### src/hw/rtl/sliding_window_peak_trough_detector_assert.svh
// assertion macros used by the detector top level
`ifndef SLIDING_WINDOW_PEAK_TROUGH_DETECTOR_ASSERT_SVH
`define SLIDING_WINDOW_PEAK_TROUGH_DETECTOR_ASSERT_SVH

// consequent checked in the same cycle
`define SWPTD_ASSERT_SAME(label, ante, cons, msg) \
    label: assert property (@(posedge clk) disable iff (!rst_n) (ante) |-> (cons)) \
        else $error(msg);

// consequent checked in the next cycle
`define SWPTD_ASSERT_NEXT(label, ante, cons, msg) \
    label: assert property (@(posedge clk) disable iff (!rst_n) (ante) |=> (cons)) \
        else $error(msg);

`endif

### src/hw/rtl/swptd_pkg.sv
package swptd_pkg;

    // operation codes
    localparam logic OP_PUSH   = 1'b0;
    localparam logic OP_FINISH = 1'b1;

    // result kinds
    localparam logic [2:0] KIND_PEAK         = 3'd0;
    localparam logic [2:0] KIND_TROUGH       = 3'd1;
    localparam logic [2:0] KIND_PEAK_REPL    = 3'd2;
    localparam logic [2:0] KIND_TROUGH_REPL  = 3'd3;
    localparam logic [2:0] KIND_STATS        = 3'd4;

    // register map
    localparam logic [2:0] REG_WINDOW_STEPS  = 3'd0;
    localparam logic [6:0] WINDOW_STEPS_RST  = 7'd64;

    // divider widths
    localparam int DIVIDEND_BITS = 64;
    localparam int DIVISOR_BITS  = 32;

    // scan outcome from the window store
    typedef struct packed {
        logic        done;
        logic [31:0] lo;
        logic [31:0] hi;
        logic [31:0] center;
    } scan_result_t;

endpackage

### src/hw/rtl/swptd_window.sv
module swptd_window #(
    parameter int DEPTH     = 65,
    parameter int DATA_BITS = 32
) (
    input  logic                       clk,
    input  logic                       rst_n,
    input  logic                       wr_en,
    input  logic [$clog2(DEPTH)-1:0]   wr_addr,
    input  logic [DATA_BITS-1:0]       wr_data,
    input  logic                       scan_start,
    input  logic [$clog2(DEPTH)-1:0]   scan_head,
    input  logic [$clog2(DEPTH)-1:0]   scan_fill,
    input  logic [$clog2(DEPTH)-1:0]   scan_off,
    output swptd_pkg::scan_result_t    scan_res
);

    localparam int AddrW = $clog2(DEPTH);

    logic [DATA_BITS-1:0] mem [DEPTH];
    logic [DATA_BITS-1:0] rd_data_reg;
    logic                 busy_reg;
    logic                 rd_valid_reg;
    logic [AddrW-1:0]     ptr_reg;
    logic [AddrW-1:0]     issue_cnt_reg;
    logic [AddrW-1:0]     rd_idx_reg;
    logic [AddrW-1:0]     fill_reg;
    logic [AddrW-1:0]     off_reg;
    logic [31:0]          lo_reg;
    logic [31:0]          hi_reg;
    logic [31:0]          center_reg;
    logic                 done_reg;
    logic                 rd_en;
    logic [31:0]          rd_word;

    assign rd_en   = busy_reg && (issue_cnt_reg != fill_reg);
    assign rd_word = 32'(rd_data_reg);

    // sample store, one write and one registered read port
    always_ff @(posedge clk)
    begin
        if (wr_en)
        begin
            mem[wr_addr] <= wr_data;
        end
        if (rd_en)
        begin
            rd_data_reg <= mem[ptr_reg];
        end
    end

    // walk from the newest entry backwards, tracking min, max and centre
    always_ff @(posedge clk or negedge rst_n)
    begin
        if (!rst_n)
        begin
            busy_reg      <= 1'b0;
            rd_valid_reg  <= 1'b0;
            ptr_reg       <= '0;
            issue_cnt_reg <= '0;
            rd_idx_reg    <= '0;
            fill_reg      <= '0;
            off_reg       <= '0;
            done_reg      <= 1'b0;
            lo_reg        <= '0;
            hi_reg        <= '0;
            center_reg    <= '0;
        end
        else
        begin
            done_reg     <= 1'b0;
            rd_valid_reg <= rd_en;
            rd_idx_reg   <= issue_cnt_reg;
            if (scan_start)
            begin
                busy_reg      <= 1'b1;
                issue_cnt_reg <= '0;
                fill_reg      <= scan_fill;
                off_reg       <= scan_off;
                ptr_reg       <= (scan_head == '0) ? AddrW'(DEPTH - 1) : scan_head - 1'b1;
            end
            else if (rd_en)
            begin
                issue_cnt_reg <= issue_cnt_reg + 1'b1;
                ptr_reg       <= (ptr_reg == '0) ? AddrW'(DEPTH - 1) : ptr_reg - 1'b1;
            end
            if (rd_valid_reg)
            begin
                if (rd_idx_reg == '0)
                begin
                    lo_reg <= rd_word;
                    hi_reg <= rd_word;
                end
                else
                begin
                    if (rd_word < lo_reg)
                    begin
                        lo_reg <= rd_word;
                    end
                    if (rd_word > hi_reg)
                    begin
                        hi_reg <= rd_word;
                    end
                end
                if (rd_idx_reg == off_reg)
                begin
                    center_reg <= rd_word;
                end
                if (rd_idx_reg == fill_reg - 1'b1)
                begin
                    done_reg <= 1'b1;
                    busy_reg <= 1'b0;
                end
            end
        end
    end

    assign scan_res.done   = done_reg;
    assign scan_res.lo     = lo_reg;
    assign scan_res.hi     = hi_reg;
    assign scan_res.center = center_reg;

endmodule

### src/hw/rtl/swptd_div.sv
module swptd_div (
    input  logic                                 clk,
    input  logic                                 rst_n,
    input  logic                                 start,
    input  logic [swptd_pkg::DIVIDEND_BITS-1:0]  dividend,
    input  logic [swptd_pkg::DIVISOR_BITS-1:0]   divisor,
    output logic                                 done,
    output logic [swptd_pkg::DIVIDEND_BITS-1:0]  quotient
);

    localparam int NumW = swptd_pkg::DIVIDEND_BITS;
    localparam int DenW = swptd_pkg::DIVISOR_BITS;
    localparam int CntW = $clog2(NumW + 1);

    logic [NumW-1:0] quot_reg;
    logic [DenW-1:0] rem_reg;
    logic [DenW-1:0] den_reg;
    logic [CntW-1:0] cnt_reg;
    logic            busy_reg;
    logic            done_reg;
    logic [DenW:0]   rem_shift;
    logic [DenW:0]   rem_sub;
    logic            fits;

    // one quotient bit per cycle, restoring
    assign rem_shift = {rem_reg, quot_reg[NumW-1]};
    assign fits      = rem_shift >= {1'b0, den_reg};
    assign rem_sub   = rem_shift - {1'b0, den_reg};

    always_ff @(posedge clk or negedge rst_n)
    begin
        if (!rst_n)
        begin
            busy_reg <= 1'b0;
            done_reg <= 1'b0;
            cnt_reg  <= '0;
            quot_reg <= '0;
            rem_reg  <= '0;
            den_reg  <= '0;
        end
        else
        begin
            done_reg <= 1'b0;
            if (start)
            begin
                busy_reg <= 1'b1;
                cnt_reg  <= CntW'(NumW);
                quot_reg <= dividend;
                rem_reg  <= '0;
                den_reg  <= divisor;
            end
            else if (busy_reg)
            begin
                quot_reg <= {quot_reg[NumW-2:0], fits};
                rem_reg  <= fits ? rem_sub[DenW-1:0] : rem_shift[DenW-1:0];
                cnt_reg  <= cnt_reg - 1'b1;
                if (cnt_reg == CntW'(1))
                begin
                    busy_reg <= 1'b0;
                    done_reg <= 1'b1;
                end
            end
        end
    end

    assign done     = done_reg;
    assign quotient = quot_reg;

endmodule

### src/hw/rtl/sliding_window_peak_trough_detector.sv
// Peak and trough detector over a sliding window of one sample channel.
// Input channel (in_valid/in_ready): op selects push of a sample or finish.
// Output channel (out_valid/out_ready): crit points and, on finish, one
// statistics result; last marks the final result of each input transfer.
// window_steps is written through the APB port at offset 0; the user must
// write it only while idle, the block itself does not enforce this.
// A push that tests its centre reads the window out of the sample memory one
// entry a cycle and offers its result once the scan is done; the next transfer
// is taken once that result is registered. A push with too little history
// makes no test and frees the input at once.
// A finish drains the window: each removal runs one such scan, then the
// statistics use a shared bit-serial divider for up to three divisions.
// The output register frees the input side: a new transfer is taken while a
// result still waits; a stalled receiver holds further results back.
// Reset clears all channel state and sets window_steps to 64; the sample
// memory needs no clearing, only entries already written are ever read.
module sliding_window_peak_trough_detector #(
    parameter int MAX_WINDOW  = 64,
    parameter int SAMPLE_BITS = 32
) (
    input  logic        clk,
    input  logic        rst_n,
    input  logic        in_valid,
    output logic        in_ready,
    input  logic        op,
    input  logic [31:0] sample,
    output logic        out_valid,
    input  logic        out_ready,
    output logic [2:0]  kind,
    output logic [31:0] crit_step,
    output logic [31:0] crit_value,
    output logic signed [31:0] amplitude,
    output logic [31:0] period,
    output logic        amp_valid,
    output logic        period_valid,
    output logic        last,
    input  logic        psel,
    input  logic        penable,
    input  logic        pwrite,
    input  logic [2:0]  paddr,
    input  logic [31:0] pwdata,
    output logic [31:0] prdata,
    output logic        pready
);

    localparam int Depth     = MAX_WINDOW + 1;
    localparam int FillW     = $clog2(Depth);
    localparam int StoreBits = (SAMPLE_BITS < 32) ? SAMPLE_BITS : 32;

    typedef enum logic [3:0] {
        ST_IDLE,
        ST_SCAN_START,
        ST_SCAN_WAIT,
        ST_EVAL,
        ST_DRAIN,
        ST_DIV_P,
        ST_DIV_T,
        ST_DIV_S,
        ST_STATS
    } state_t;

    state_t        state_reg;
    logic [6:0]    window_steps_reg;
    logic [FillW-1:0] head_reg;
    logic [FillW-1:0] fill_reg;
    logic [31:0]   step_count_reg;
    logic          have_crit_reg;
    logic          last_is_peak_reg;
    logic [31:0]   last_value_reg;
    logic [31:0]   last_two0_reg;
    logic [31:0]   last_two1_reg;
    logic [31:0]   first_two0_reg;
    logic [31:0]   first_two1_reg;
    logic [63:0]   peak_sum_reg;
    logic [63:0]   trough_sum_reg;
    logic [31:0]   kept_p_reg;
    logic [31:0]   kept_t_reg;
    logic [31:0]   kept_all_reg;
    logic          finish_reg;
    logic [FillW:0] lag_reg;
    logic [32:0]   time_reg;
    logic [63:0]   qp_reg;
    logic [63:0]   qt_reg;
    logic [31:0]   period_q_reg;
    logic          div_go_reg;
    logic          out_valid_reg;
    logic [2:0]    kind_reg;
    logic [31:0]   crit_step_reg;
    logic [31:0]   crit_value_reg;
    logic [31:0]   amplitude_reg;
    logic [31:0]   period_reg;
    logic          amp_valid_reg;
    logic          period_valid_reg;
    logic          last_reg;

    logic [31:0]      cfg_wide;
    logic [31:0]      r_wide;
    logic [FillW-1:0] r_eff;
    logic [FillW-1:0] half;
    logic [FillW-1:0] fill_clip;
    logic [FillW:0]   fill_inc;
    logic [FillW-1:0] fill_push;
    logic [FillW-1:0] head_next;
    logic [FillW:0]   off_raw;
    logic [FillW-1:0] fill_m1;
    logic [FillW-1:0] scan_off;
    logic             scan_start;
    logic             in_xfer;
    logic             out_free;
    logic             cfg_write;
    swptd_pkg::scan_result_t scan_res;

    logic [31:0]  cval;
    logic         is_peak;
    logic         is_trough;
    logic         same_kind;
    logic         wider;
    logic         do_emit;
    logic [31:0]  stp;
    logic [63:0]  sum_sel;
    logic [63:0]  sum_base;
    logic [64:0]  sum_add;
    logic [63:0]  sum_new;
    logic [31:0]  cnt_sel;
    logic [31:0]  cnt_new;
    logic [31:0]  all_new;
    logic         av;
    logic         pv;
    logic [33:0]  span;
    logic [32:0]  span_pos;
    logic [63:0]  div_num;
    logic [31:0]  div_den;
    logic         div_done;
    logic [63:0]  div_q;
    logic [63:0]  mean_diff;
    logic [63:0]  mean_adj;

    // effective window length, clamped
    assign cfg_wide = 32'(window_steps_reg);
    assign r_wide   = (cfg_wide < 32'd2) ? 32'd2 :
                      ((cfg_wide > 32'(MAX_WINDOW)) ? 32'(MAX_WINDOW) : cfg_wide);
    assign r_eff    = r_wide[FillW-1:0];
    assign half     = r_eff >> 1;

    // fill and head after a push
    assign fill_clip = (fill_reg > r_eff) ? r_eff : fill_reg;
    assign fill_inc  = {1'b0, fill_clip} + 1'b1;
    assign fill_push = (fill_inc > {1'b0, r_eff}) ? r_eff : fill_inc[FillW-1:0];
    assign head_next = (head_reg == FillW'(Depth - 1)) ? '0 : head_reg + 1'b1;

    // centre offset, half a window behind the current time, kept inside the fill
    assign off_raw  = ({1'b0, half} >= lag_reg) ? ({1'b0, half} - lag_reg) : '0;
    assign fill_m1  = fill_reg - 1'b1;
    assign scan_off = (off_raw > {1'b0, fill_m1}) ? fill_m1 : off_raw[FillW-1:0];

    assign in_ready   = (state_reg == ST_IDLE);
    assign in_xfer    = in_valid && in_ready;
    assign out_free   = !out_valid_reg || out_ready;
    assign scan_start = (state_reg == ST_SCAN_START);
    assign cfg_write  = psel && penable && pwrite && pready;

    swptd_window #(
        .DEPTH     (Depth),
        .DATA_BITS (StoreBits)
    ) u_window (
        .clk        (clk),
        .rst_n      (rst_n),
        .wr_en      (in_xfer && (op == swptd_pkg::OP_PUSH)),
        .wr_addr    (head_reg),
        .wr_data    (sample[StoreBits-1:0]),
        .scan_start (scan_start),
        .scan_head  (head_reg),
        .scan_fill  (fill_reg),
        .scan_off   (scan_off),
        .scan_res   (scan_res)
    );

    // crit point classification and bookkeeping
    assign cval      = scan_res.center;
    assign is_peak   = (cval == scan_res.hi) && (cval != scan_res.lo);
    assign is_trough = (cval == scan_res.lo);
    assign same_kind = have_crit_reg && (last_is_peak_reg == is_peak);
    assign wider     = is_peak ? (cval >= last_value_reg) : (cval <= last_value_reg);
    assign do_emit   = (is_peak || is_trough) && (!same_kind || wider);
    assign stp       = (time_reg >= 33'(half)) ? 32'(time_reg - 33'(half)) : 32'd0;
    assign sum_sel   = is_peak ? peak_sum_reg : trough_sum_reg;
    assign sum_base  = same_kind ? (sum_sel - 64'(last_value_reg)) : sum_sel;
    assign sum_add   = {1'b0, sum_base} + 65'(cval);
    assign sum_new   = sum_add[64] ? '1 : sum_add[63:0];
    assign cnt_sel   = is_peak ? kept_p_reg : kept_t_reg;
    assign cnt_new   = (cnt_sel == '1) ? cnt_sel : cnt_sel + 1'b1;
    assign all_new   = (kept_all_reg == '1) ? kept_all_reg : kept_all_reg + 1'b1;

    // statistics operands
    assign av       = (kept_p_reg != '0) && (kept_t_reg != '0);
    assign pv       = (kept_all_reg >= 32'd3);
    assign span     = (34'(last_two0_reg) + 34'(last_two1_reg))
                    - (34'(first_two0_reg) + 34'(first_two1_reg));
    assign span_pos = span[33] ? '0 : span[32:0];

    always_comb
    begin
        case (state_reg)
            ST_DIV_P:
            begin
                div_num = peak_sum_reg;
                div_den = kept_p_reg;
            end
            ST_DIV_T:
            begin
                div_num = trough_sum_reg;
                div_den = kept_t_reg;
            end
            ST_DIV_S:
            begin
                div_num = {15'd0, span_pos, 16'd0};
                div_den = kept_all_reg - 32'd2;
            end
            default:
            begin
                div_num = '0;
                div_den = 32'd1;
            end
        endcase
    end

    swptd_div u_div (
        .clk      (clk),
        .rst_n    (rst_n),
        .start    (div_go_reg),
        .dividend (div_num),
        .divisor  (div_den),
        .done     (div_done),
        .quotient (div_q)
    );

    // half the mean difference, truncated toward zero
    assign mean_diff = qp_reg - qt_reg;
    assign mean_adj  = mean_diff + 64'(mean_diff[63]);

    // configuration port
    assign pready = 1'b1;
    assign prdata = (paddr == swptd_pkg::REG_WINDOW_STEPS) ? 32'(window_steps_reg) : 32'd0;

    // sequencer, channel state and output register
    always_ff @(posedge clk or negedge rst_n)
    begin
        if (!rst_n)
        begin
            state_reg        <= ST_IDLE;
            window_steps_reg <= swptd_pkg::WINDOW_STEPS_RST;
            head_reg         <= '0;
            fill_reg         <= '0;
            step_count_reg   <= '0;
            have_crit_reg    <= 1'b0;
            last_is_peak_reg <= 1'b0;
            last_value_reg   <= '0;
            last_two0_reg    <= '0;
            last_two1_reg    <= '0;
            first_two0_reg   <= '0;
            first_two1_reg   <= '0;
            peak_sum_reg     <= '0;
            trough_sum_reg   <= '0;
            kept_p_reg       <= '0;
            kept_t_reg       <= '0;
            kept_all_reg     <= '0;
            finish_reg       <= 1'b0;
            lag_reg          <= '0;
            time_reg         <= '0;
            qp_reg           <= '0;
            qt_reg           <= '0;
            period_q_reg     <= '0;
            div_go_reg       <= 1'b0;
            out_valid_reg    <= 1'b0;
            kind_reg         <= '0;
            crit_step_reg    <= '0;
            crit_value_reg   <= '0;
            amplitude_reg    <= '0;
            period_reg       <= '0;
            amp_valid_reg    <= 1'b0;
            period_valid_reg <= 1'b0;
            last_reg         <= 1'b0;
        end
        else
        begin
            div_go_reg <= 1'b0;
            if (out_ready)
            begin
                out_valid_reg <= 1'b0;
            end
            if (cfg_write && (paddr == swptd_pkg::REG_WINDOW_STEPS))
            begin
                window_steps_reg <= pwdata[6:0];
            end

            case (state_reg)
                ST_IDLE:
                begin
                    if (in_xfer)
                    begin
                        if (op == swptd_pkg::OP_PUSH)
                        begin
                            head_reg       <= head_next;
                            fill_reg       <= fill_push;
                            step_count_reg <= step_count_reg + 1'b1;
                            time_reg       <= 33'(step_count_reg);
                            lag_reg        <= '0;
                            finish_reg     <= 1'b0;
                            if (fill_push >= half)
                            begin
                                state_reg <= ST_SCAN_START;
                            end
                        end
                        else
                        begin
                            fill_reg   <= fill_clip;
                            time_reg   <= 33'(step_count_reg);
                            lag_reg    <= (FillW + 1)'(1);
                            finish_reg <= 1'b1;
                            state_reg  <= ST_DRAIN;
                        end
                    end
                end

                ST_SCAN_START:
                begin
                    state_reg <= ST_SCAN_WAIT;
                end

                ST_SCAN_WAIT:
                begin
                    if (scan_res.done)
                    begin
                        state_reg <= ST_EVAL;
                    end
                end

                ST_EVAL:
                begin
                    if (out_free)
                    begin
                        if (do_emit)
                        begin
                            if (is_peak)
                            begin
                                peak_sum_reg <= sum_new;
                            end
                            else
                            begin
                                trough_sum_reg <= sum_new;
                            end
                            last_value_reg <= cval;
                            last_two1_reg  <= stp;
                            if (same_kind)
                            begin
                                if (kept_all_reg == 32'd1)
                                begin
                                    first_two0_reg <= stp;
                                end
                                if (kept_all_reg == 32'd2)
                                begin
                                    first_two1_reg <= stp;
                                end
                                kind_reg <= is_peak ? swptd_pkg::KIND_PEAK_REPL
                                                    : swptd_pkg::KIND_TROUGH_REPL;
                            end
                            else
                            begin
                                if (is_peak)
                                begin
                                    kept_p_reg <= cnt_new;
                                end
                                else
                                begin
                                    kept_t_reg <= cnt_new;
                                end
                                if (kept_all_reg == 32'd0)
                                begin
                                    first_two0_reg <= stp;
                                end
                                if (kept_all_reg == 32'd1)
                                begin
                                    first_two1_reg <= stp;
                                end
                                kept_all_reg     <= all_new;
                                last_two0_reg    <= last_two1_reg;
                                have_crit_reg    <= 1'b1;
                                last_is_peak_reg <= is_peak;
                                kind_reg <= is_peak ? swptd_pkg::KIND_PEAK
                                                    : swptd_pkg::KIND_TROUGH;
                            end
                            out_valid_reg    <= 1'b1;
                            crit_step_reg    <= stp;
                            crit_value_reg   <= cval;
                            amplitude_reg    <= '0;
                            period_reg       <= '0;
                            amp_valid_reg    <= 1'b0;
                            period_valid_reg <= 1'b0;
                            last_reg         <= !finish_reg;
                        end
                        if (finish_reg)
                        begin
                            time_reg  <= time_reg + 1'b1;
                            lag_reg   <= lag_reg + 1'b1;
                            state_reg <= ST_DRAIN;
                        end
                        else
                        begin
                            state_reg <= ST_IDLE;
                        end
                    end
                end

                ST_DRAIN:
                begin
                    if ((fill_reg >= half) && (fill_reg != '0))
                    begin
                        fill_reg <= fill_m1;
                        if (fill_m1 != '0)
                        begin
                            state_reg <= ST_SCAN_START;
                        end
                        else
                        begin
                            time_reg <= time_reg + 1'b1;
                            lag_reg  <= lag_reg + 1'b1;
                        end
                    end
                    else if (av)
                    begin
                        div_go_reg <= 1'b1;
                        state_reg  <= ST_DIV_P;
                    end
                    else if (pv)
                    begin
                        div_go_reg <= 1'b1;
                        state_reg  <= ST_DIV_S;
                    end
                    else
                    begin
                        state_reg <= ST_STATS;
                    end
                end

                ST_DIV_P:
                begin
                    if (div_done)
                    begin
                        qp_reg     <= div_q;
                        div_go_reg <= 1'b1;
                        state_reg  <= ST_DIV_T;
                    end
                end

                ST_DIV_T:
                begin
                    if (div_done)
                    begin
                        qt_reg <= div_q;
                        if (pv)
                        begin
                            div_go_reg <= 1'b1;
                            state_reg  <= ST_DIV_S;
                        end
                        else
                        begin
                            state_reg <= ST_STATS;
                        end
                    end
                end

                ST_DIV_S:
                begin
                    if (div_done)
                    begin
                        // held aside so a waiting result keeps its payload
                        period_q_reg <= (div_q[63:32] != '0) ? '1 : div_q[31:0];
                        state_reg    <= ST_STATS;
                    end
                end

                ST_STATS:
                begin
                    if (out_free)
                    begin
                        out_valid_reg    <= 1'b1;
                        kind_reg         <= swptd_pkg::KIND_STATS;
                        crit_step_reg    <= '0;
                        crit_value_reg   <= '0;
                        amplitude_reg    <= av ? mean_adj[32:1] : 32'd0;
                        period_reg       <= pv ? period_q_reg : 32'd0;
                        amp_valid_reg    <= av;
                        period_valid_reg <= pv;
                        last_reg         <= 1'b1;
                        // clear the channel, the register keeps its value
                        head_reg         <= '0;
                        fill_reg         <= '0;
                        step_count_reg   <= '0;
                        have_crit_reg    <= 1'b0;
                        last_is_peak_reg <= 1'b0;
                        last_value_reg   <= '0;
                        last_two0_reg    <= '0;
                        last_two1_reg    <= '0;
                        first_two0_reg   <= '0;
                        first_two1_reg   <= '0;
                        peak_sum_reg     <= '0;
                        trough_sum_reg   <= '0;
                        kept_p_reg       <= '0;
                        kept_t_reg       <= '0;
                        kept_all_reg     <= '0;
                        finish_reg       <= 1'b0;
                        state_reg        <= ST_IDLE;
                    end
                end

                default:
                begin
                    state_reg <= ST_IDLE;
                end
            endcase
        end
    end

    assign out_valid    = out_valid_reg;
    assign kind         = kind_reg;
    assign crit_step    = crit_step_reg;
    assign crit_value   = crit_value_reg;
    assign amplitude    = amplitude_reg;
    assign period       = period_reg;
    assign amp_valid    = amp_valid_reg;
    assign period_valid = period_valid_reg;
    assign last         = last_reg;

`include "sliding_window_peak_trough_detector_assert.svh"

    `SWPTD_ASSERT_SAME(a_scan_done_in_wait, scan_res.done, state_reg == ST_SCAN_WAIT, "scan finished outside its wait state")
    `SWPTD_ASSERT_SAME(a_div_done_in_div, div_done, state_reg == ST_DIV_P || state_reg == ST_DIV_T || state_reg == ST_DIV_S, "division finished outside a division state")
    `SWPTD_ASSERT_NEXT(a_push_counts_step, in_xfer && op == swptd_pkg::OP_PUSH, step_count_reg == $past(step_count_reg) + 32'd1, "push transfer did not advance the step count")
    `SWPTD_ASSERT_SAME(a_fill_bounded, 1'b1, 32'(fill_reg) <= 32'(MAX_WINDOW), "window fill beyond its largest length")

endmodule
### config.mk
export PLATFORM = sky130hd
export DESIGN_NAME = sliding_window_peak_trough_detector
export DESIGN_NICKNAME = d
export VERILOG_FILES = /design/src/hw/rtl/swptd_pkg.sv /design/src/hw/rtl/swptd_window.sv /design/src/hw/rtl/swptd_div.sv /design/src/hw/rtl/sliding_window_peak_trough_detector.sv
export VERILOG_INCLUDE_DIRS = /design/src /design/src/hw/rtl
export SDC_FILE = /design/constraint.sdc
export NUM_CORES = 2
export LEC_CHECK = 0
export ABC_AREA = 1
export CORE_ASPECT_RATIO = 0.75
export CORE_MARGIN = 8
export CORE_UTILIZATION = 33
export CTS_CLUSTER_SIZE = 25
export DETAILED_ROUTE_END_ITERATION = 7
export DONT_BUFFER_PORTS = 1
export GPL_ROUTABILITY_DRIVEN = 0
export PLACE_DENSITY = 0.58
export SETUP_SLACK_MARGIN = 0.5
export SYNTH_ARGS = -nofsm -noshare
export SYNTH_HDL_FRONTEND = slang
export SYNTH_SLANG_ARGS = --single-unit
### constraint.sdc
create_clock -name clk -period 11.9 [get_ports clk]
set_input_delay 1.785 -clock clk [delete_from_list [all_inputs] [get_ports clk]]
set_output_delay 1.785 -clock clk [all_outputs]
set_load 0.01 [all_outputs]
==> results.tsv <==
metric	value	unit
Worst path slowest cell	buf_4	
DR pass1 iterations	6	
clk slew on worst S/H paths	0.06	ns
Critical Path RT	12.69	ns
max FFs per register	2080	
metal2 WL	183000	um
largest net degree at the start of global routing	225	
DRC	0	
Synth async-reset ratio	31.87	%
Largest Register	u_window.mem	
Syn-to-layout area delta	11.49	%
most common cell after layout, fill and taps aside	nand2_1	
Hold Path Depth	0	
DIE AREA	466600	um2
fillers	43750	
first-pass GRT wire length	657400	um
CTS buffer count	315	
initial core utilization	33.07	%
number of global-route vias before repair	100126	
Mapped Area	146800	um2
Post-CTS Hold Fix Bufs	0	
Final Non-Filler Cells	20608	
Final ANT Viol Nets	0	
post-cts resize count	0	
reg-to-reg slack, setup	3.23	ns
Final setup viols	0	
IO Pins	244	
die height	593.6	um
Hold Path Class	reg -> reg	
worst slack at placement	3.486	ns
clock skew	0.09204	ns
Clk Latency, worst-skew pair	1.00	ns
worst slew pin tran	1.417	ns
commonest non-fill, non-tap cells in the layout	nand2_1 (2469), edfxtp_1 (2112), o21ai_0 (1989)	
WL per Instance	21.41	um
synth warn	0	
placed cell area	153300	um2
Most used DFF post-synth	edfxtp_1	
WHS Endpoint	u_window.rd_idx_reg[5]	
Critical Path Max Stage Delay	0.61	ns
worst-path fanout max	71	
Sink Count	3100	
r2r startpoint	u_window.center_reg[1]	
dpl hpwl	274500	um
Arr. time, crit path	9.46	ns
drt initial violations	11737	
Rows	212	
met1 WL	205600	um
WS Path Type	reg -> reg	
gr usage total	18.13	%
core area	443800	um2
mean number of vias per cell	5.233	
post-synthesis register bit count	3100	
placed insts	20036	
setup TNS	0	ns
relative slew slack	5.026	%
# H-tree levels	5	
Synth cell types	73	
crit path capture type	flip-flop	
status	finished clean	
design area	163600	um2
die width	786.1	um
hold path start	u_window.issue_cnt_reg[5]	
worst r2r dst	trough_sum_reg[47]	
crit path launch type	flip-flop	
synthesized netlist cell count	14725	
Tcrit/Tclk final	72.84	%
FMAX	115.4	MHz
cell mode on critical path	nand2_1	
max_cap viols	0	
Slew Viols, Final	0	
number of setup buffers added after CTS	0	
CTS tree	built	
antenna violations before repair	21	
Syn Area/Cell	9.968	um2
worst r2r path cells	40	
metal3 WL	39900	um
PortBufs	0	
worst vdd ir	0.3720	mV
unrepaired setup endpoints after global routing	false	
CTS Buffer Depth	4	
top layer in use	met5	
pwr dens	266.8	nW/um2
WL final	441300	um
Final nets	14969	
Root Driver	clkbuf_16	
Pleak	61.75	nW
post-route worst setup slack	3.232	ns
post-synthesis sequential area ratio	60.05	%
Post-synth EDFFs	2112	
via count	107848	
gr ovfl total	0	
final hold violation count	0	
fin crit period	8.668	ns
share of layout cells above drive strength 1	6.245	%
Hold Slack	0.4024	ns
final cells by class:
| cell class | instances | area (um2) | share of cell area, % |
|---|---|---|---|
| inverters | 1250 | 4715 | 2.881 |
| diodes | 8 | 20.02 | 0.01223 |
| clock buffers | 407 | 8509 | 5.200 |
| flip-flops and latches | 3100 | 88170 | 53.88 |
| clock inverters | 157 | 1765 | 1.079 |
| well taps | 5885 | 7363 | 4.500 |
| repair buffers | 186 | 1602 | 0.9787 |
| multi-input cells | 9615 | 51500 | 31.47 |
cell families (layout without fill, tap and decap cells):
family | Yosys count | count (layout) | share of synthesized area, %
simple gates | 5253 | 5253 | 14.56
compound gates | 3628 | 3628 | 14.36
flops | 3100 | 3100 | 60.05
buf+inv | 2034 | 2000 | 5.338
fa+ha+maj | 426 | 426 | 3.989
xor+xnor | 278 | 278 | 1.664
mux | 4 | 4 | 0.02898
other cells | 2 | 34 | 0.005117
critical path: cells and delay by family (launching register included):
kind	cells	cell delay [ns]
fa+ha+maj	2	0.82
simple gates	25	4.02
flops	1	0.57
compound gates	7	1.74
xor+xnor	1	0.09
buf+inv	5	1.09
power by group:
part / total, W / switching (W) / leakage [nW] / internal [W]
logic: 0.0196 / 0.0135 / 24.9 / 0.00609
clock network: 0.0100 / 0.00439 / 5.00 / 0.00565
registers: 0.0141 / 0.00130 / 31.8 / 0.0128
total: 0.0437 / 0.0191 / 61.7 / 0.0245
routing by layer:
metal / vias to the layer above / track usage [%]
met4: 6 / 4.903
met5: - / 0
met3: 562 / 4.010
met1: 52630 / 27.30
met2: 3843 / 26.05
li1: 50807 / -
how the worst max path moves through the flow:
stage,cells after the start,end,startpoint
finish,40,trough_sum_reg[47],u_window.center_reg[1]
floorplan,11,u_window.mem[64][0],out_ready
global placement,37,peak_sum_reg[53],u_window.center_reg[1]
CTS,37,peak_sum_reg[51],u_window.center_reg[1]
detailed placement,37,trough_sum_reg[47],u_window.center_reg[1]
global route,40,trough_sum_reg[37],u_window.center_reg[26]
Yosys cell counts, types with 9 or more instances:
cell       instances  area, um2
clkbuf_1         676       2537
a22oi_1           39      292.8
or2_2             11      68.82
buf_4             31      232.7
a221oi_1          25      219.0
clkinv_1           9      33.78
nor4_1            59      369.1
a21oi_1          444       2222
o21bai_1          22      165.2
dfrtp_1          987      24700
a21oi_2           26      227.7
o21ai_0         1990       9960
nor2_1          1825       6850
buf_2             16      80.08
nand2_2           20      125.1
nand2_1         2478       9301
nand3b_1          10      75.07
fa_1              70       1401
nand4_1          124      775.7
a211oi_1          17      127.6
ha_1             356       4454
a32o_1            17      170.2
a21o_1            20      150.1
inv_2             60      225.2
o21ai_1           50      250.2
o31ai_1           33      247.7
inv_1           1181       4433
edfxtp_1        2112      63420
o221ai_1         283       2479
nand3_1          535       2678
o21a_1            27      202.7
a21boi_0          19      142.6
a2111oi_0          9      78.83
xnor2_1          114      998.5
xor2_1           163       1428
buf_1             53      198.9
a21oi_4           10      162.7
nor2_2            23      143.9
o211ai_1         116      870.8
o22ai_1          357       2233
nor3_1           133      665.6
a31oi_1           90      563.0
per-stage QoR:
stage,utilization (%),total power (W)
after detailed placement,34.55,0.03357
after global placement,34.55,0.03341
after global routing,36.87,0.04651
final,36.87,0.04366
after floorplan,-,0.02707
after CTS,36.87,0.04368
(Power assumes the default switching activity.)
